File: config.mk
export PLATFORM = sky130hd
export DESIGN_NAME = acm_ctrl
export DESIGN_NICKNAME = d
export VERILOG_FILES = /design/src/design/acm_pkg.sv /design/src/design/acm_ctrl.sv
export SDC_FILE = /design/constraint.sdc
export NUM_CORES = 1
export LEC_CHECK = 0
export ABC_AREA = 1
export BUFFER_PORTS_ARGS = -buffer_cell sky130_fd_sc_hd__buf_2
export CORE_UTILIZATION = 35
export DETAILED_ROUTE_END_ITERATION = 8
export PLACE_DENSITY = 0.72
export SLEW_MARGIN = 30
export SYNTH_ARGS = -nofsm -noshare
export SYNTH_HDL_FRONTEND = slang
export SYNTH_SLANG_ARGS = --single-unit
File: constraint.sdc
create_clock -name aclk -period 2.1 [get_ports aclk]
set_input_delay 0.315 -clock aclk [delete_from_list [all_inputs] [get_ports aclk]]
set_output_delay 0.315 -clock aclk [all_outputs]
set_load 0.02 [all_outputs]
File: src/design/acm_pkg.sv
// Package for the arclength correspondence map: payload types, codes,
// controller states and controller/datapath command and status structs.
// No dependencies.
package acm_pkg;

    localparam int TABLE_DEPTH = 1024;
    localparam int ADDR_W      = $clog2(TABLE_DEPTH);
    localparam int CNT_W       = ADDR_W + 1;
    localparam int DIV_STEPS   = 32;
    localparam int DIV_CNT_W   = $clog2(DIV_STEPS);

    localparam logic [1:0] OP_LOAD    = 2'd0;
    localparam logic [1:0] OP_MAP_1_2 = 2'd1;
    localparam logic [1:0] OP_MAP_2_1 = 2'd2;

    localparam logic [1:0] REG_LENGTH_ONE  = 2'd0;
    localparam logic [1:0] REG_LENGTH_TWO  = 2'd1;
    localparam logic [1:0] REG_TOLERANCE   = 2'd2;
    localparam logic [1:0] REG_ENTRY_COUNT = 2'd3;

    localparam logic [15:0]      TOL_RESET   = 16'd410;
    localparam logic [CNT_W-1:0] COUNT_RESET = CNT_W'(2);

    typedef struct packed {
        logic [1:0]        operation;
        logic [9:0]        entry_index;
        logic [31:0]       position_one;
        logic [31:0]       position_two;
        logic signed [31:0] query_position;
    } in_item_t;

    typedef struct packed {
        logic [31:0] mapped_position;
        logic        status;
    } out_item_t;

    typedef enum logic [3:0] {
        ST_IDLE, ST_SNAP, ST_WRAP_RD, ST_WRAP_CHK, ST_SRCH_RD, ST_SRCH_CMP,
        ST_END, ST_RD_EDGE, ST_RD_LO, ST_RD_HI, ST_PREP, ST_MUL, ST_DIV,
        ST_COMB, ST_REDUCE, ST_OUT
    } state_t;

    typedef enum logic [3:0] {
        DP_NONE, DP_QUERY, DP_SNAP, DP_WRAP, DP_SCMP, DP_EDGE, DP_LO, DP_HI,
        DP_FLAT, DP_PREP, DP_MUL, DP_DIV, DP_COMB, DP_REDUCE, DP_OUT
    } dp_op_t;

    typedef enum logic [2:0] {
        A_ZERO, A_MID, A_LOM1, A_LO, A_NM1
    } addr_sel_t;

    typedef struct packed {
        dp_op_t    op;
        addr_sel_t addr_sel;
    } dp_cmd_t;

    typedef struct packed {
        logic is_map12;
        logic oor;
        logic lo_lt_hi;
        logic lo_zero;
        logic lo_ge_n;
        logic span_bad;
        logic div_last;
    } dp_stat_t;

endpackage

File: src/design/acm_ctrl.sv
// Controller state machine: sequences snap, wrap check, search, fetch, multiply,
// divide, reduce and output; owns the handshake flags.
// Depends on acm_pkg.
module acm_ctrl (
    input  logic              aclk,
    input  logic              aresetn,
    input  logic              s_valid,
    input  logic [1:0]        s_operation,
    output logic              s_ready,
    output logic              m_valid,
    input  logic              m_ready,
    input  acm_pkg::dp_stat_t stat,
    output acm_pkg::dp_cmd_t  cmd
);

    acm_pkg::state_t state_reg, state_next;
    logic m_valid_reg, m_valid_next;

    always_ff @(posedge aclk) begin
        if (!aresetn) begin
            state_reg   <= acm_pkg::ST_IDLE;
            m_valid_reg <= 1'b0;
        end else begin
            state_reg   <= state_next;
            m_valid_reg <= m_valid_next;
        end
    end

    always_comb begin
        logic out_load;
        out_load     = 1'b0;
        state_next   = state_reg;
        cmd.op       = acm_pkg::DP_NONE;
        cmd.addr_sel = acm_pkg::A_ZERO;
        s_ready      = 1'b0;
        case (state_reg)
            acm_pkg::ST_IDLE: begin
                s_ready = 1'b1;
                if (s_valid && (s_operation == acm_pkg::OP_MAP_1_2 ||
                                s_operation == acm_pkg::OP_MAP_2_1)) begin
                    cmd.op     = acm_pkg::DP_QUERY;
                    state_next = acm_pkg::ST_SNAP;
                end
            end
            acm_pkg::ST_SNAP: begin
                cmd.op     = acm_pkg::DP_SNAP;
                state_next = acm_pkg::ST_WRAP_RD;
            end
            acm_pkg::ST_WRAP_RD: begin
                cmd.addr_sel = acm_pkg::A_ZERO;
                if (stat.oor) state_next = acm_pkg::ST_REDUCE;
                else if (stat.is_map12) state_next = acm_pkg::ST_WRAP_CHK;
                else state_next = acm_pkg::ST_SRCH_RD;
            end
            acm_pkg::ST_WRAP_CHK: begin
                cmd.op     = acm_pkg::DP_WRAP;
                state_next = acm_pkg::ST_SRCH_RD;
            end
            acm_pkg::ST_SRCH_RD: begin
                cmd.addr_sel = acm_pkg::A_MID;
                state_next   = stat.lo_lt_hi ? acm_pkg::ST_SRCH_CMP : acm_pkg::ST_END;
            end
            acm_pkg::ST_SRCH_CMP: begin
                cmd.op     = acm_pkg::DP_SCMP;
                state_next = acm_pkg::ST_SRCH_RD;
            end
            acm_pkg::ST_END: begin
                if (stat.lo_zero) begin
                    cmd.addr_sel = acm_pkg::A_ZERO;
                    state_next   = acm_pkg::ST_RD_EDGE;
                end else if (stat.lo_ge_n) begin
                    cmd.addr_sel = acm_pkg::A_NM1;
                    state_next   = acm_pkg::ST_RD_EDGE;
                end else begin
                    cmd.addr_sel = acm_pkg::A_LOM1;
                    state_next   = acm_pkg::ST_RD_LO;
                end
            end
            acm_pkg::ST_RD_EDGE: begin
                cmd.op     = acm_pkg::DP_EDGE;
                state_next = acm_pkg::ST_REDUCE;
            end
            acm_pkg::ST_RD_LO: begin
                cmd.op       = acm_pkg::DP_LO;
                cmd.addr_sel = acm_pkg::A_LO;
                state_next   = acm_pkg::ST_RD_HI;
            end
            acm_pkg::ST_RD_HI: begin
                cmd.op     = acm_pkg::DP_HI;
                state_next = acm_pkg::ST_PREP;
            end
            acm_pkg::ST_PREP: begin
                if (stat.span_bad) begin
                    cmd.op     = acm_pkg::DP_FLAT;
                    state_next = acm_pkg::ST_REDUCE;
                end else begin
                    cmd.op     = acm_pkg::DP_PREP;
                    state_next = acm_pkg::ST_MUL;
                end
            end
            acm_pkg::ST_MUL: begin
                cmd.op     = acm_pkg::DP_MUL;
                state_next = acm_pkg::ST_DIV;
            end
            acm_pkg::ST_DIV: begin
                cmd.op = acm_pkg::DP_DIV;
                if (stat.div_last) state_next = acm_pkg::ST_COMB;
            end
            acm_pkg::ST_COMB: begin
                cmd.op     = acm_pkg::DP_COMB;
                state_next = acm_pkg::ST_REDUCE;
            end
            acm_pkg::ST_REDUCE: begin
                cmd.op     = acm_pkg::DP_REDUCE;
                state_next = acm_pkg::ST_OUT;
            end
            acm_pkg::ST_OUT: begin
                if (!m_valid_reg || m_ready) begin
                    cmd.op     = acm_pkg::DP_OUT;
                    out_load   = 1'b1;
                    state_next = acm_pkg::ST_IDLE;
                end
            end
            default: state_next = acm_pkg::ST_IDLE;
        endcase
        if (out_load) m_valid_next = 1'b1;
        else if (m_ready) m_valid_next = 1'b0;
        else m_valid_next = m_valid_reg;
    end

    assign m_valid = m_valid_reg;

endmodule

Word-level counts from Yosys, hierarchy flattened
Index checks and enable logic that the tools add are counted.
- input port bits: 13
- output and inout bits: 9
- bits in read-only memories: 0
- bits in latches: 0
- RAM bits: 0
- flip-flop bits (word level): 5
- memories: 0
- reduce and logical (&&, ||, !) cells: 9
- div/mod/pow operators: 0
- multipliers: 0
- add/sub/neg operators: 0
- equality and inequality tests: 20
- muxes and demuxes: 22
- shifts and indexed selects: 0
- order comparisons: 0
- bitwise gates (word level): 0
- operators with widths (operator ; number):
    $pmux 4 s14 ; 1
    $pmux 4 s13 ; 1
    $eq 4x4->1 const B ; 8
    $mux 4 ; 7
    $eq 4x3->1 const B ; 4
    $mux 3 ; 4
    $pmux 3 s3 ; 1
    $eq 4x2->1 const B ; 2
    $mux 1 ; 7
    $ne 2x2->1 const B ; 3
    $eq 4x1->1 const B ; 1
    $logic_not 4->1 ; 1
    $reduce_or 2->1 ; 2
    $reduce_and 3->1 ; 1
    $eq 2x1->1 const B ; 1
    $eq 2x2->1 const B ; 1
    $logic_or 1x1->1 ; 2
    $mux 2 ; 1
    $reduce_bool 2->1 ; 1
    $logic_and 1x1->1 ; 1
    $logic_not 1->1 ; 1

Depth between registers and ports, before layout
Gate-level depths: netlist of run 1.
- depth in word-level cells: 5
- depth in mapped cells: 9
- mapped depth without buffers: 9

Least setup slack after synthesis of run 1
Ideal clock, no wire load.
- path type: register -> output
- from: register state_reg[3]
- to: output port cmd[2] (netlist bit)
- data required time: 1.785 ns
- path buffers: 0
- arrival time: 1.255 ns
- setup slack: 0.530 ns
- stages on the path, launching flop included: 4
- path through: dfxtp_1 inv_2 nand2_1 nor4_1
- RTL lines (what ; line ; text):
    from (decl) ; acm_ctrl.sv:16 ; acm_pkg::state_t state_reg, state_next;
    from (signal assigned) ; acm_ctrl.sv:21 ; state_reg <= acm_pkg::ST_IDLE;
    from (signal assigned) ; acm_ctrl.sv:24 ; state_reg <= state_next;
    to (decl) ; acm_ctrl.sv:13 ; output acm_pkg::dp_cmd_t cmd

==> results.toml, run 1 <==
[status]
outcome = "finished, final reports clean"

[worst_hold_path]
min_path_type = "input pin to flop"

[clocking]
numCtsBuffers = 3
ctsHoldBuffers = 0
path_clk_slew_ns = 0.04
root_buffer = "clkbuf_4"
h-tree-depth = 1
clk-insertion-delay-late_ns = 0.23
clk_path_buf_depth = 2
post_cts_resized = 0
cts_tree = "built"
cts_setup_buffers = 0
cts.sink_count = 5

[floorplanning]
chipHeight_um = 44.0
die_area_um2 = 1940
rows = 14
ioPinCount = 22
initial_core_util = 0.392
fp.dieW_um = 44.0
core_um2 = 1580

[power]
p_switching_uw = 422
combinationalPowerShare = 0.651
p_sw_frac = 0.533
p_seq_frac = 0.215
leakage_uw = 0.000439
internal_power_uw = 369
pwr-share-clk = 0.134
power_density_nw_per_um2 = 1040
ir_drop_mv = 0.466

[logic_synthesis]
yosysTopAreaCell = "nand2_1"
ys_top_cells_by_area = "nand2_1, dfxtp_1, inv_1"
ys_types = 22
mappedNetlistArea_um2 = 618
syn-instance-count = 110
synth_area_per_cell_um2 = 5.62
synth_top_area_frac = 0.176
synth_seq_area_share = 0.162
ys_ff_latch = 5
syn_nets = 123
synth.yosys.warnings = 0

[global_routing]
grt_max_degree = 10
grt_pass1_vias = 633
antenna_found_initial = 0
grt_overflow = 0
track_usage = 0.178
grt_pass1_wl_mm = 2.55

[route]
vias = 778
wl_per_cell_um = 10.5
wirelength_mm = 1.58
remaining_drc_errors = 0
firstDrtPassIters = 6
ant_nets = 0
drtIter0Drc = 41
routed_via_density = 5.19

[timing]
finalClockSkew_ns = 0.00129
relSlewSlack = 0.749
setup_viol = 0
grt_setup_unrepaired = "false"
hold_viol = 0
fin_crit_sh = 0.867
setup-tns-final_ns = 0
finalCriticalPeriod_ns = 1.82
clock.fmax_ghz = 0.549
finalMaxSlewViolations = 0
worst_slew_pin_slew_ns = 0.377

[final_layout]
synthToLayoutAreaGrowth_pct = 23.3
layout_commonest_cell = "nand2_1"
finalCoreUtilization = 0.483
nNetsFinal = 148
drive_above_1_share = 0.276
antenna_cells = 0
largest_reg_flops = 4
final_cell_mix = "nand2_1, buf_2, inv_1"

[critical_path]
cp-end-kind = "primary output"
crit_chain = "nand2_4 > inv_1 > nand2_1 > a21boi_0 > o2111ai_1 > buf_2"
cp_slowest_cell = "dfxtp_1"
worst-path-max-fanout = 8
critPathRequiredTime_ns = 1.78
startpoint_type = "flop"
arrival_ns = 1.51
path_class = "flop to primary output"
slowest_delay_ns = 0.41

[placed_design]
hpwl_mm = 1.33
place_congestion = 0.862
port_buffers = 21

[flow_run]
max_cap_viol_count = 0
cells by family (layout without fill, tap and decap cells):
group,after synthesis,in the layout,share of synthesized area
compound gates,18,18,0.178
flops,5,5,0.162
simple gates,66,66,0.520
buf+inv,21,45,0.140
Yosys cell counts:
master      n
nor2_4      1
o2111ai_1   3
o211ai_1    2
a31oi_1     1
nand2_2     2
dfxtp_1     5
inv_2       3
nor2b_1     1
nor2_1     14
nor4_1      1
a21boi_0    1
nor2_8      1
o21ai_1     1
nor2_2      4
buf_4       2
nand2_4     1
o21ai_0     6
inv_1      16
a21oi_1     4
nand3b_1    3
nand3_1     9
nand2_1    29
worst max-delay path, delay by kind of cell (launching register included):
| kind | cells | cell delay [ns] |
|---|---|---|
| and+or+nand+nor | 2 | 0.24 |
| buffers and inverters | 2 | 0.22 |
| AOI/OAI and AO/OA | 2 | 0.39 |
| DFF | 1 | 0.41 |
metrics by stage:
stage,area (um^2),instances,power (uW),setup slack [ns],hold WS [ns]
final,762,150,791,0.280,0.317
after global routing,762,150,860,0.165,0.315
after CTS,762,150,792,0.280,0.312
after detailed placement,736,146,679,0.536,0.554
after global placement,736,146,677,0.569,0.541
after floorplan,618,110,553,0.530,0.413
power groups by stage:
stage	Clock, uW	Combinational, uW	Sequential (uW)
after global placement	0	506	170
after detailed placement	0	509	170
after floorplan	0	411	141
final	106	515	170
after global routing	119	567	174
after CTS	111	513	168
metal layers:
| metal | GRT usage | vias to the layer above | part of all wire |
|---|---|---|---|
| met2 | 0.294 | 32 | 0.48 |
| met4 | 0.0545 | 0 | 0 |
| li1 | - | 406 | - |
| met1 | 0.231 | 340 | 0.47 |
| met3 | 0.0367 | 0 | 0.047 |
| met5 | 0 | - | 0 |
final timing paths:
check	endpoint	start	slack, ns	cells after the start
max	cmd[5]	state_reg[2]	0.28	6
min reg2reg	m_valid	m_valid	0.59	4
max reg2reg	state_reg[0]	state_reg[2]	0.67	7
min	state_reg[1]	aresetn	0.32	3
cell type report:
class	count	area [um^2]
fillers	173	815
multi-input cells	84	432
repair buffers	22	113
flip-flops and latches	5	100
inverters	19	71.3
clock buffers	4	26.3
well taps	16	20.0
(Power assumes the default switching activity.)
==> inputs of run 2 (changes only) <==
--- a/config.mk
+++ b/config.mk
@@ -6,10 +6,11 @@
 export NUM_CORES = 1
 export LEC_CHECK = 0
 export ABC_AREA = 1
-export BUFFER_PORTS_ARGS = -buffer_cell sky130_fd_sc_hd__buf_2
+export BUFFER_PORTS_ARGS = -buffer_cell sky130_fd_sc_hd__buf_4
+export CAP_MARGIN = 20
 export CORE_UTILIZATION = 35
 export DETAILED_ROUTE_END_ITERATION = 8
-export PLACE_DENSITY = 0.72
+export PLACE_DENSITY = 0.57
 export SLEW_MARGIN = 30
 export SYNTH_ARGS = -nofsm -noshare
 export SYNTH_HDL_FRONTEND = slang
==> run 2 against run 1 <==
Sequential power increased by 2%; clock power increased by 7%; critical path depth is the same; largest power group unchanged; first-iteration DRC count down 37%; final area increased by 6.9%; cell count did not move; hold slack lost 0.043 ns; worst setup slack got worse by 0.014 ns.
==> results.toml, run 2 (synthesized netlist as in run 1, its figures left out) <==
[final_layout]
layout_commonest_cell = "nand2_1"
antenna_cells = 0
final_cell_mix = "nand2_1, buf_4, inv_1"
synthToLayoutAreaGrowth_pct = 31.8
drive_above_1_share = 0.276
finalCoreUtilization = 0.517
fin_area_um2 = 815
nNetsFinal = 148
largest_reg_flops = 4

[critical_path]
cp_slowest_cell = "dfxtp_1"
cp_num_buf_inv = 2
cp-end-kind = "primary output"
path_class = "flop to primary output"
startpoint_type = "flop"
crit_chain = "nand2_4 > inv_1 > nand2_1 > a21boi_0 > o2111ai_1 > buf_4"
arrival_ns = 1.52
critPathRequiredTime_ns = 1.78
worst-path-max-fanout = 8
slowest_delay_ns = 0.41
cpLargestDelayFamily = "flip-flops"

[global_routing]
grt_pass1_vias = 626
grt_max_degree = 10
grt_pass1_wl_mm = 2.68
grt_overflow = 0
track_usage = 0.191
antenna_found_initial = 0

[clocking]
clk_path_buf_depth = 2
cts_tree = "built"
root_buffer = "clkbuf_4"
cts.sink_count = 5
cts_setup_buffers = 0
path_clk_slew_ns = 0.04
clk-insertion-delay-late_ns = 0.25
post_cts_resized = 0
ctsHoldBuffers = 0
h-tree-depth = 1
numCtsBuffers = 3

[route]
wirelength_mm = 1.65
vias = 757
wl_met1_um = 751
wl_met3_um = 71
remaining_drc_errors = 0
firstDrtPassIters = 6
top_layer = "met4"
wl_per_cell_um = 11.0
drtIter0Drc = 26
ant_nets = 0
wl_met2_um = 795
routed_via_density = 5.05

[power]
ir_drop_mv = 0.570
power.total_uw = 828
power_density_nw_per_um2 = 1020
leakage_uw = 0.000451

[floorplanning]
initial_core_util = 0.392
core_um2 = 1580
rows = 14
ioPinCount = 22
chipHeight_um = 44.0
fp.dieW_um = 44.0
die_area_um2 = 1940

[timing]
clock.fmax_ghz = 0.545
hold_viol = 0
grt_setup_unrepaired = "false"
holdWs_ns = 0.274
setup-tns-final_ns = 0
finalCriticalPeriod_ns = 1.83
setup_viol = 0
finalMaxSlewViolations = 0
fin_crit_sh = 0.874
relSlewSlack = 0.744
finalClockSkew_ns = 0.000504
worst_slew_pin_slew_ns = 0.383

[placed_design]
hpwl_mm = 1.41
port_buffers = 21
placed_area_um2 = 788
place_congestion = 0.837

[status]
outcome = "finished, final reports clean"

[flow_run]
max_cap_viol_count = 0

[worst_hold_path]
min_path_type = "input pin to flop"
run 2: changes by cell type in the layout (fill, tap and decap cells not counted):
cell	change
buf_2	-21
buf_4	+21
run 2: final cells by class:
class | instances | area, um^2
clock buffers | 4 | 26.3
fillers | 184 | 762
inverters | 19 | 71.3
multi-input cells | 84 | 432
flip-flops and latches | 5 | 100
well taps | 16 | 20.0
repair buffers | 22 | 165
run 2: per-stage QoR:
step / cells / setup WS, ns
3_5_place_dp: 146 / 0.503
3_3_place_gp: 146 / 0.488
5_1_grt: 150 / 0.129
4_1_cts: 150 / 0.239
6_report: 150 / 0.266
2_1_floorplan: 110 / 0.530
run 2: report_power, final:
group	switching [uW]	total, uW	internal, uW
Combinational	332	542	210
Sequential	53.8	174	120
Clock	40.7	113	71.9
run 2: tightest hold or removal path, delay by kind of cell:
kind	cells	cell delay, ns
AND/OR/NAND/NOR	1	0.05
buffers and inverters	2	0.13
run 2: final timing paths:
path                 from            to  slack, ns  cells after the start
max reg2reg  state_reg[2]  state_reg[0]       0.70                      6
min               aresetn  state_reg[1]       0.27                      3
min reg2reg       m_valid       m_valid       0.59                      4
max          state_reg[2]        cmd[5]       0.27                      6
run 2: routing by layer:
layer	GRT usage	vias up
met5	0	-
met4	0.0727	0
met3	0.0490	5
met2	0.306	18
met1	0.245	329
li1	-	405
==> inputs of run 3 (changes only) <==
--- a/config.mk
+++ b/config.mk
@@ -8,6 +8,7 @@
 export ABC_AREA = 1
 export BUFFER_PORTS_ARGS = -buffer_cell sky130_fd_sc_hd__buf_4
 export CAP_MARGIN = 20
+export CORE_MARGIN = 3
 export CORE_UTILIZATION = 35
 export DETAILED_ROUTE_END_ITERATION = 8
 export PLACE_DENSITY = 0.57
==> run 3 against run 2 <==
Sequential cell count did not move; routed wire length rose by 2.2%; critical path type unchanged; power fell by 2.0%.
==> results.toml, run 3 (synthesized netlist as in run 1, its figures left out) <==
[timing]
grt_setup_unrepaired = "false"
setup-tns-final_ns = 0
setup_viol = 0
setup_ws_ns = 0.143
fin_crit_sh = 0.932
hold_viol = 0
finalClockSkew_ns = 0.000683
worst_slew_pin_slew_ns = 0.420
finalMaxSlewViolations = 0
relSlewSlack = 0.719
clock.fmax_ghz = 0.511
finalCriticalPeriod_ns = 1.96

[global_routing]
antenna_found_initial = 0
track_usage = 0.159
use_met3 = 0.0451
met2_usage = 0.248
busiest_layer = "met2"
grt_pass1_wl_mm = 2.55
grt_overflow = 0
grt_max_degree = 10
grt_pass1_vias = 611
gr-usage-met1 = 0.218

[route]
ant_nets = 0
routed_via_density = 4.97
vias = 740
wirelength_mm = 1.68
remaining_drc_errors = 0
wl_per_cell_um = 11.3
drtIter0Drc = 17
firstDrtPassIters = 4

[clocking]
post_cts_resized = 0
path_clk_slew_ns = 0.04
cts.sink_count = 5
h-tree-depth = 1
clk_path_buf_depth = 2
clk-insertion-delay-late_ns = 0.24
root_buffer = "clkbuf_4"
numCtsBuffers = 3
cts_tree = "built"
cts_setup_buffers = 0
ctsHoldBuffers = 0

[final_layout]
drive_above_1_share = 0.271
layout_commonest_cell = "nand2_1"
nNetsFinal = 147
synthToLayoutAreaGrowth_pct = 30.6
final_cell_mix = "nand2_1, buf_4, inv_1"
antenna_cells = 0
n_fill_cell = 176
largest_reg_flops = 4

[placed_design]
place_ws_ns = 0.411
port_buffers = 21
hpwl_mm = 1.41
place_congestion = 0.802

[floorplanning]
die_area_um2 = 2310
core_um2 = 1580
ioPinCount = 22
fp.dieW_um = 48.0
chipHeight_um = 48.0
rows = 14
initial_core_util = 0.392

[critical_path]
reg2regPathDepth = 8
r2r_start = "state_reg[0]"
path_class = "flop to primary output"
crit_chain = "inv_1 > nor2_1 > nand2_1 > a21boi_0 > o2111ai_1 > buf_4"
reg2reg_slack_ns = 0.59
critPathRequiredTime_ns = 1.78
arrival_ns = 1.64
startpoint_type = "flop"
worst-path-max-fanout = 8
cp_slowest_cell = "dfxtp_1"
cp-end-kind = "primary output"
slowest_delay_ns = 0.56
r2r_end = "state_reg[2]"

[worst_hold_path]
whs_path_depth = 3
min_to = "state_reg[1]"
min_path_type = "input pin to flop"
min_from = "aresetn"

[power]
leakage_uw = 0.000446
power.total_uw = 811
power_density_nw_per_um2 = 1010
ir_drop_mv = 0.679

[flow_run]
max_cap_viol_count = 0

[status]
outcome = "finished, final reports clean"
==> run 3: cell types whose count changed in the layout (fill, tap and decap cells not counted), sizes merged <==
| cell | before | now |
|---|---|---|
| buf | 22 | 21 |
==> run 3: final cells by class <==
class / count / area (um^2) / area share
Multi-Input combinational cell: 84 / 432 / 0.535
Tap cell: 16 / 20.0 / 0.0248
Clock buffer: 4 / 26.3 / 0.0326
Sequential cell: 5 / 100 / 0.124
Inverter: 19 / 71.3 / 0.0884
Timing Repair Buffer: 21 / 158 / 0.195
==> run 3: critical path: cells and delay by family, from the launching register on <==
| kind | cells | cell delay (ns) |
|---|---|---|
| simple gates | 2 | 0.26 |
| buf+inv | 2 | 0.33 |
| compound gates | 2 | 0.25 |
| flops | 1 | 0.56 |
==> run 3: routing by layer <==
metal	share of wire	vias up	wire (um)
met1	0.50	324	848
li1	-	399	-
met3	0.037	0	63
met5	0	-	0
met2	0.46	17	772
met4	0	0	0
==> run 3: how the worst max path moves through the flow <==
| stage | from | endpoint | slack, ns | cells after the start |
|---|---|---|---|---|
| finish | state_reg[0] | cmd[5] | 0.14 | 6 |
| global route | state_reg[0] | cmd[5] | 0.02 | 6 |
| CTS | state_reg[0] | cmd[5] | 0.14 | 6 |
| detailed placement | state_reg[0] | cmd[5] | 0.41 | 6 |
| global placement | state_reg[0] | cmd[4] | 0.45 | 6 |
| floorplan | state_reg[3] | cmd[2] | 0.53 | 3 |
==> run 3: report_power, final <==
part | switching, uW | internal, uW
logic | 311 | 200
registers | 68.0 | 120
clock network | 40.2 | 71.9
==> run 3: per-stage QoR <==
| stage | cell area (um^2) | hold slack (ns) | std cells | util |
|---|---|---|---|---|
| 6_report | 807 | 0.275 | 149 | 0.512 |
| 4_1_cts | 807 | 0.274 | 149 | 0.512 |
| 5_1_grt | 807 | 0.278 | 149 | 0.512 |
| 2_1_floorplan | 618 | 0.413 | 110 | - |
| 3_3_place_gp | 781 | 0.518 | 145 | 0.495 |
| 3_5_place_dp | 781 | 0.526 | 145 | 0.495 |
